==> config.mk <==
export PLATFORM = sky130hd
export DESIGN_NAME = mfuw_core
export DESIGN_NICKNAME = d
export VERILOG_FILES = /design/src/sv/mfuw_pkg.sv /design/src/sv/mfuw_core.sv
export SDC_FILE = /design/constraint.sdc
export NUM_CORES = 1
export LEC_CHECK = 0
export BUFFER_PORTS_ARGS = -buffer_cell sky130_fd_sc_hd__buf_2
export CORE_UTILIZATION = 50
export CTS_CLUSTER_SIZE = 8
export DETAILED_ROUTE_END_ITERATION = 7
export GPL_ROUTABILITY_DRIVEN = 0
export PLACE_DENSITY = 0.74
export SLEW_MARGIN = 10
export SYNTH_ARGS = -nofsm -noshare
export SYNTH_HDL_FRONTEND = slang
export SYNTH_SLANG_ARGS = --single-unit
==> constraint.sdc <==
create_clock -name clock -period 14.4 [get_ports clock]
set_input_delay 1.44 -clock clock [delete_from_list [all_inputs] [get_ports clock]]
set_output_delay 1.44 -clock clock [all_outputs]
set_load 0.01 [all_outputs]
==> src/sv/mfuw_pkg.sv <==
// ----------------------------------------------------------------------------
// Motor feedback unwrap package
// Payload types, status types and constants shared by the feedback decoder.
// ----------------------------------------------------------------------------
package mfuw_pkg;

   localparam logic              KIND_FRAME  = 1'b0;
   localparam logic              KIND_TICK   = 1'b1;
   localparam logic signed [16:0] WRAP_LIMIT = 17'sd4095;
   localparam logic signed [16:0] TURN_SPAN  = 17'sd8191;
   localparam logic [15:0]       LIMIT_RESET = 16'd100;

   typedef struct packed {
      logic        kind;
      logic [55:0] frame_data;
   } req_payload_type;

   typedef struct packed {
      logic [15:0]        angle_word;
      logic signed [31:0] turn_count_sum;
      logic signed [15:0] speed_rpm;
      logic signed [15:0] current_word;
      logic [7:0]         temperature;
      logic               online;
      logic [15:0]        silent_ticks;
   } rsp_payload_type;

   typedef struct packed {
      logic main_valid;
      logic skid_valid;
   } buf_status_type;

endpackage

==> src/sv/mfuw_core.sv <==
// ----------------------------------------------------------------------------
// Motor feedback unwrap core
// Holds the decoded feedback and watchdog state and forms the next status.
// ----------------------------------------------------------------------------
module mfuw_core import mfuw_pkg::*; (
   input  logic            clock,
   input  logic            reset,
   input  logic            accept,
   input  req_payload_type req,
   input  logic [15:0]     limit,
   output rsp_payload_type result
);

   logic [15:0] last_angle_ff, last_angle_in;
   logic [31:0] position_sum_ff, position_sum_in;
   logic [15:0] speed_hold_ff, speed_hold_in;
   logic [15:0] current_hold_ff, current_hold_in;
   logic [7:0]  temperature_hold_ff, temperature_hold_in;
   logic [15:0] tick_count_ff, tick_count_in;
   logic        online_ff, online_in;

   logic [15:0]        angle;
   logic [15:0]        raw_diff;
   logic signed [16:0] raw_ext;
   logic signed [16:0] diff;
   logic [15:0]        tick_inc;

   always_comb begin
      angle    = req.frame_data[55:40];
      raw_diff = angle - last_angle_ff;
      raw_ext  = signed'({raw_diff[15], raw_diff});
      if (last_angle_ff == 16'd0 && position_sum_ff == 32'd0) begin
         diff = 17'sd0;
      end else if (raw_ext > WRAP_LIMIT) begin
         diff = raw_ext - TURN_SPAN;
      end else if (raw_ext < -WRAP_LIMIT) begin
         diff = raw_ext + TURN_SPAN;
      end else begin
         diff = raw_ext;
      end
      tick_inc = tick_count_ff + 16'd1;

      last_angle_in       = last_angle_ff;
      position_sum_in     = position_sum_ff;
      speed_hold_in       = speed_hold_ff;
      current_hold_in     = current_hold_ff;
      temperature_hold_in = temperature_hold_ff;
      tick_count_in       = tick_count_ff;
      online_in           = online_ff;

      if (req.kind == KIND_FRAME) begin
         last_angle_in       = angle;
         position_sum_in     = position_sum_ff + {{15{diff[16]}}, diff};
         speed_hold_in       = req.frame_data[39:24];
         current_hold_in     = req.frame_data[23:8];
         temperature_hold_in = req.frame_data[7:0];
         tick_count_in       = 16'd0;
      end else if (tick_inc > limit) begin
         tick_count_in = limit;
         online_in     = 1'b0;
      end else begin
         tick_count_in = tick_inc;
         online_in     = 1'b1;
      end

      result.angle_word     = last_angle_in;
      result.turn_count_sum = signed'(position_sum_in);
      result.speed_rpm      = signed'(speed_hold_in);
      result.current_word   = signed'(current_hold_in);
      result.temperature    = temperature_hold_in;
      result.online         = online_in;
      result.silent_ticks   = tick_count_in;
   end

   always_ff @(posedge clock) begin
      if (reset) begin
         last_angle_ff       <= 16'd0;
         position_sum_ff     <= 32'd0;
         speed_hold_ff       <= 16'd0;
         current_hold_ff     <= 16'd0;
         temperature_hold_ff <= 8'd0;
         tick_count_ff       <= 16'd0;
         online_ff           <= 1'b0;
      end else if (accept) begin
         last_angle_ff       <= last_angle_in;
         position_sum_ff     <= position_sum_in;
         speed_hold_ff       <= speed_hold_in;
         current_hold_ff     <= current_hold_in;
         temperature_hold_ff <= temperature_hold_in;
         tick_count_ff       <= tick_count_in;
         online_ff           <= online_in;
      end
   end

endmodule

=== Yosys cells after proc, flatten, opt, wreduce, memory -nomap -nowiden ===
Index checks and enable logic that the tools add are counted.

* Memories: 0
* Word-level logic and storage cells: 30
* Flip-flop bits (word level): 105
* Bits in writable memories: 0
* Memory bits (read-only): 0
* Bits in latches: 0

* Mux-type cells: 12
* Magnitude comparators: 3
* Shift operators: 0
* Add/subtract/negate cells: 5
* Reductions and logical operators: 3
* Multipliers: 0
* Equal/unequal tests: 0
* Div/mod/pow operators: 0
* Bitwise gates (word level): 0

{| class="wikitable"
|+ Operators with widths
! operator !! number
|-
| 2-to-1 mux 16 bit || 5
|-
| 2-to-1 mux 17 bit || 3
|-
| adder 32 bit || 1
|-
| logical NOT 32 bit || 1
|-
| 2-to-1 mux 32 bit || 1
|-
| adder 16 x 14 -> 17 bit, second input constant || 1
|-
| subtractor 16 x 14 -> 17 bit, second input constant || 1
|-
| adder 16 x 1 -> 16 bit, second input constant || 1
|-
| > comparator 16 x 13 -> 1 bit, second input constant || 1
|-
| > comparator 16 bit || 1
|-
| logical NOT 16 bit || 1
|-
| < comparator 16 x 13 -> 1 bit, second input constant || 1
|-
| subtractor 16 bit || 1
|-
| 2-to-1 mux 8 bit || 1
|-
| 2-to-1 mux 1 bit || 2
|-
| logical AND 1 bit || 1
|}

=== Longest topological paths before layout ===
Gate-level depths: netlist (run 1).

* Word-level depth: 7
* Depth in mapped cells: 28

=== Worst setup path after synthesis (run 1) ===
No wires, ideal clock.

* Kind: input -> output
* Start point: input port req[40] in the netlist's numbering
* End point: output port result[75] in the netlist's numbering
* Data required time: 12.960 ns
* Data arrival time: 7.013 ns
* Cell stages on the path: 25
* Setup slack: 5.947 ns
* Buffers on the path: 0
* Cells stage by stage: inv_1 > ha_1 > inv_1 > fa_1 > a211oi_2 > o31ai_4 > a31oi_1 > xor2_1 > nand4_1 > nor4_1 > o21ai_1 > or2_2 > and3_1 > nor3_1 > ha_1 > o21ai_0 > nand2b_1 > and3_1 > a21bo_2 > a31oi_1 > o21ai_0 > a31o_2 > or4_1 > a21oi_1 > xor2_1

{| class="wikitable"
|+ RTL lines
! what !! RTL line !! RTL
|-
| from (decl) || mfuw_core.sv:9 || <nowiki>input req_payload_type req,</nowiki>
|-
| to (decl) || mfuw_core.sv:11 || <nowiki>output rsp_payload_type result</nowiki>
|}

==> metrics.cfg, run 1 <==
[drt]
wl_per_cell_um=14.97
ant_nets=0
drc=0
num_vias=7958
firstDrtPassIters=5
drt_iter0_drc=437
wl_mm=21.06
viasPerCell=5.656

[floorplan]
rows=47
start_util_pct=51.47
core-area_mm2=0.01664
dieArea_mm2=0.01766
dieWidth_um=132.9
io_pins=181
fp.dieH_um=132.9

[clock_tree]
htreeDepth=3
ctsHoldBuffers=0
cts_root_buf=clkbuf_16
cts_setup_buffers=0
cts.reportedPaths.clkPinSlew_ps=70
cts_inserted_buffers=9
cts_tree=built
cts.sinks=105
clkLatencyLatePin_ps=360
clockBufferDepth=2
ctsResizeCount=0

[worst_setup_path]
cp-start-kind=primary input
setup.worst_path.class=primary input to output port
crit_path_max_fanout=7
crit_required_ps=12960
cp_slowest_cell=a2111oi_0
arrival_ps=8140
worstSetupEndpointType=output port
crit_path_max_incr_delay_ps=740

[synthesis]
syn_avg_cell_area_um2=8.213
yosysSeqAreaShare_pct=24.54
ys_types=78
synth_area_mm2=0.008566
synthCells=1043
synth_fp_nets=1171
synth_flop_cell=dfxtp_1
ys_ff_latch=105
async_flop_share_pct=0
synth_warnings=0
synth_edf_count=0

[sta]
finClkSkew_ps=13.60
final_max_slew_viol_count=0
hold_slack_ps=457.9
tightest_slew_ps=986.2
setup_viol=0
maxSlewHeadroom_pct=33.78
tns_ps=0
hold_violations=0
max_freq_mhz=104.4
period_needed_ps=9579
grt_setup_unrepaired=no
period_share_pct=66.52

[power]
total_power_w=0.001144
p_leak_nw=4.724
p_per_area_mw_per_mm2=115.9
irDropWorstVdd_v=0.00006746

[global_routing]
grt_use_total_pct=24.10
antenna_found_initial=0
grt_max_degree=72
grt_pass1_wl_mm=35.65
grt_pass1_vias=7646
grt_remaining_overflow=0

[layout]
num_antenna_cells=0
layout-drive-gt1-share_pct=24.43
fin_util_pct=59.31
instances_no_fill=1407
area_growth_pct=15.24
fin_nets=1310

[job]
max_cap_violations=0

[placed_design]
hpwl_mm=15.72
dp.cells=1391
io_buffers=180

[min_path]
hp-class=flop to flop

[run_status]
status=finished clean

==> registers in the layout, indices dropped and copies added (netlist names) <==
signal,count
position_sum_ff,32
current_hold_ff,16
last_angle_ff,16
speed_hold_ff,16
tick_count_ff,16
temperature_hold_ff,8
online_ff,1
==> per-layer routing <==
metal	part of all wire, %	track usage, %
met1	47	31.82
met4	1.5	5.939
met5	0	0
met3	6.3	5.172
met2	45	39.76
==> power breakdown <==
group | total, W | leakage [nW] | internal (W) | switching [W]
logic | 0.000541 | 3.72 | 0.000225 | 0.000316
clock network | 0.000260 | 0.151 | 0.000139 | 0.000121
registers | 0.000343 | 0.857 | 0.000315 | 0.0000286
==> logic make-up (layout without fill, tap and decap cells) <==
logic type	Yosys count	in the layout	share of synthesized area, %
flip-flops	105	105	24.54
AO/OA/AOI/OAI	185	185	15.31
buffers and inverters	112	256	5.010
AND/OR/NAND/NOR	364	364	21.08
adder cells (fa/ha/maj)	52	52	7.771
multiplexers	158	158	19.44
XOR/XNOR	67	67	6.851
==> cell type report <==
| type | count | area [um^2] |
|---|---|---|
| Fill cell | 1526 | 6771 |
| Multi-Input combinational cell | 826 | 6035 |
| Sequential cell | 105 | 2102 |
| Timing Repair Buffer | 184 | 938.4 |
| Tap cell | 220 | 275.3 |
| Clock buffer | 9 | 225.2 |
| Inverter | 56 | 210.2 |
| Clock inverter | 7 | 85.08 |
==> worst paths after layout <==
path | from | to | slack (ps) | cells after the start
max | req[40] | result[82] | 4820 | 28
max reg2reg | last_angle_ff[0]$_SDFFE_PP0P_ | position_sum_ff[23]$_SDFFE_PP0P_ | 7320 | 25
min | online_ff$_SDFFE_PP0P_ | online_ff$_SDFFE_PP0P_ | 460 | 2
min reg2reg | online_ff$_SDFFE_PP0P_ | online_ff$_SDFFE_PP0P_ | 460 | 2
==> worst max-delay path, delay by kind of cell <==
| kind | cells | cell delay [ps] |
|---|---|---|
| buffers and inverters | 5 | 470 |
| adder cells (fa/ha/maj) | 3 | 860 |
| AND/OR/NAND/NOR | 4 | 870 |
| multiplexers | 1 | 200 |
| AO/OA/AOI/OAI | 13 | 3790 |
| XOR/XNOR | 2 | 490 |
==> per-stage QoR <==
| step | worst slack [ps] | instance area [um^2] |
|---|---|---|
| 5_1_grt | 4018 | 9871 |
| 3_3_place_gp | 5030 | 9560 |
| 4_1_cts | 4913 | 9871 |
| 2_1_floorplan | 5947 | 8566 |
| 3_5_place_dp | 4927 | 9560 |
| 6_report | 4821 | 9871 |
==> layout by cell type (no fill, tap or decap), types with 4 or more instances in the layout <==
| cell | n |
|---|---|
| nand2_1 | 36 |
| and4_1 | 5 |
| o21a_1 | 12 |
| or4_1 | 4 |
| a31oi_1 | 10 |
| or2_2 | 5 |
| clkbuf_16 | 9 |
| buf_2 | 177 |
| a211oi_1 | 4 |
| dfxtp_1 | 105 |
| o32ai_1 | 17 |
| a21oi_1 | 49 |
| nand2b_1 | 21 |
| nand4_1 | 19 |
| o21ai_0 | 27 |
| mux2_2 | 65 |
| and2_1 | 5 |
| nor2b_1 | 12 |
| and3_1 | 17 |
| buf_4 | 7 |
| nor2_1 | 148 |
| inv_1 | 56 |
| nor3_1 | 19 |
| nor4_1 | 13 |
| nand3_1 | 36 |
| xor2_1 | 35 |
| a21o_1 | 14 |
| xnor2_1 | 32 |
| or3_1 | 9 |
| ha_1 | 50 |
| mux2i_1 | 91 |
==> Yosys cell counts, types with 19 or more instances <==
library cell / number / area [um^2]
o21ai_0: 27 / 135.1
nand2_1: 36 / 135.1
inv_1: 56 / 210.2
mux2_2: 65 / 732.0
nor3_1: 19 / 95.09
a21oi_1: 49 / 245.2
clkbuf_1: 42 / 157.7
nand2b_1: 21 / 131.4
ha_1: 50 / 625.6
nand4_1: 19 / 118.9
xnor2_1: 32 / 280.3
nor2_1: 148 / 555.5
dfxtp_1: 105 / 2102
mux2i_1: 91 / 910.9
nand3_1: 36 / 180.2
xor2_1: 35 / 306.5
Power figures use the tool's default switching activity.
==> run 2: changes to the inputs <==
PLACE_DENSITY = 0.77   (was 0.74)
clock period = 8 ns   (was 14.4 ns; I/O delays follow)
==> run 2 against run 1 <==
  * Die area is the same
  * Sequential share of layout area shrank 0.27 points
  * Non-clock buffer count grew 15
  * Critical path depth shrank 1
  * Total power grew 82%
  * First-iteration DRC count shrank 4.6%
  * Clock-buffer cell count grew 2
  * Routed wire length grew 0.67%
  * Highest routed layer unchanged
==> metrics.cfg, run 2 (synthesized netlist as in run 1, its figures left out) <==
[layout]
multi_input_area_mm2=0.006065  ; was 0.006035 mm^2
layout_common_cells=buf_2, nor2_1, dfxtp_1, mux2i_1, mux2_2  ; unchanged
final_common_cell=buf_2  ; unchanged
largest_reg_flops=32  ; unchanged
num_antenna_cells=0  ; unchanged
largest-register=position_sum_ff  ; unchanged
instances_no_fill=1422  ; was 1407
regArea_mm2=0.002102  ; unchanged
area_growth_pct=16.74  ; was 15.24%
fin_nets=1325  ; was 1310
fin_util_pct=60.09  ; was 59.31%
nFillCells=1484  ; was 1526
layout-drive-gt1-share_pct=25.62  ; was 24.43%

[sta]
tightest_slew_ps=1034  ; was 986.2 ps
maxSlewHeadroom_pct=31.09  ; was 33.78%
period_share_pct=92.60
hold_violations=0  ; unchanged
setup_viol=0  ; unchanged
period_needed_ps=7408
tns_ps=0  ; unchanged
max_freq_mhz=135.0
hold_slack_ps=470.1  ; was 457.9 ps
final_max_slew_viol_count=0  ; unchanged
grt_setup_unrepaired=no  ; unchanged
finClkSkew_ps=11.53  ; was 13.60 ps

[floorplan]
io_pins=181  ; unchanged
fp.dieH_um=132.9  ; unchanged
core-area_mm2=0.01664  ; unchanged
start_util_pct=51.47  ; unchanged
dieWidth_um=132.9  ; unchanged
rows=47  ; unchanged
dieArea_mm2=0.01766  ; unchanged

[global_routing]
grt_pass1_vias=7604  ; was 7646
grt_remaining_overflow=0  ; unchanged
grt_use_total_pct=24.24  ; was 24.10%
antenna_found_initial=0  ; unchanged
grt_max_degree=74  ; was 72
grt_pass1_wl_mm=35.60  ; was 35.65 mm

[worst_setup_path]
setup.worst_path.class=primary input to output port  ; unchanged
worstSetupEndpointType=output port  ; unchanged
crit_path_max_fanout=6  ; was 7
arrival_ps=6610  ; was 8140 ps
crit_required_ps=7200  ; was 12960 ps
ff2ff_path_depth=23  ; was 25
cp-start-kind=primary input  ; unchanged

[min_path]
hp-class=flop to flop  ; unchanged
hold-path-cell-count=2  ; unchanged

[drt]
firstDrtPassIters=5  ; unchanged
drt_iter0_drc=417  ; was 437
viasPerCell=5.658  ; was 5.656
wl_mm=21.20  ; was 21.06 mm
ant_nets=0  ; unchanged
num_vias=8046  ; was 7958
drc=0  ; unchanged
wl_per_cell_um=14.91  ; was 14.97 um

[power]
p_per_area_mw_per_mm2=207.9  ; was 115.9 mW/mm^2
p_leak_nw=4.801  ; was 4.724 nW
irDropWorstVdd_v=0.0001308  ; was 0.00006746 V
total_power_w=0.002079  ; was 0.001144 W

[clock_tree]
ctsHoldBuffers=0  ; unchanged
cts.sinks=105  ; unchanged
cts_inserted_buffers=9  ; unchanged
cts_tree=built  ; unchanged
htreeDepth=3  ; unchanged
cts_root_buf=clkbuf_16  ; unchanged
clkLatencyLatePin_ps=350  ; was 360 ps
cts.reportedPaths.clkPinSlew_ps=60  ; was 70 ps
clockBufferDepth=2  ; unchanged

[placed_design]
dp.cells=1405  ; was 1391
hpwl_mm=16.05  ; was 15.72 mm
io_buffers=180  ; unchanged

[run_status]
status=finished clean  ; unchanged

[job]
max_cap_violations=0  ; unchanged

run 2: worst paths after layout:
kind,start,endpoint,slack [ps]
hold / removal,online_ff$_SDFFE_PP0P_,online_ff$_SDFFE_PP0P_,470
hold reg to reg,online_ff$_SDFFE_PP0P_,online_ff$_SDFFE_PP0P_,470
setup reg to reg,last_angle_ff[7]$_SDFFE_PP0P_,position_sum_ff[18]$_SDFFE_PP0P_,1770
setup / recovery,req[40],result[75],590
run 2: through the flow:
stage	worst slack, ps	cell area, um^2
detailed placement	200.9	9666
global route	42.94	10000
CTS	167.7	9962
floorplan	826.7	8566
finish	592.0	10000
global placement	337.4	9666
run 2: where the power goes:
part	total, W	switching (W)	leakage, nW	internal [W]
sequential	0.000617	0.0000504	0.857	0.000567
clock	0.000446	0.000195	0.150	0.000251
combinational	0.00102	0.000582	3.79	0.000433
total	0.00208	0.000828	4.80	0.00125
run 2: cell type report:
cell class | instances | area share [%]
multi-input combinational | 826 | 60.65
tap | 220 | 2.753
timing repair buffer | 199 | 10.51
inverter | 56 | 2.102
clock buffer | 11 | 2.427
sequential | 105 | 21.02
clock inverter | 5 | 0.5380
run 2: what timing repair did:
action	in CTS	in global routing
hold endpoints to repair	0	0
setup endpoints to repair	0	16
resized for setup	0	9
setup buffers	0	1
run 2: layer usage:
metal  share of wire [%]  global-route usage (%)  vias to the layer above
met1                  46                   31.84                     3732
met4                 2.2                   8.174                        0
li1                    -                       -                     4052
met2                  46                   40.40                      234
met5                   0                       0                        -
met3                 5.6                   3.602                       28
run 2: critical path: stages:
cell	delay [ps]
buf_2	90
inv_1	60
ha_1	160
inv_1	50
fa_1	410
a211oi_2	300
o31ai_4	140
o211ai_1	260
nand4_1	130
o2111ai_1	230
nor2_1	180
a21oi_1	400
buf_4	190
nand2b_1	100
o32ai_1	310
xor2_1	250
nor2_1	80
ha_1	350
a21oi_1	250
a21bo_2	260
a31oi_1	220
o21ai_1	150
a31o_2	300
or4_1	430
a21oi_1	190
xor2_1	170
buf_2	150
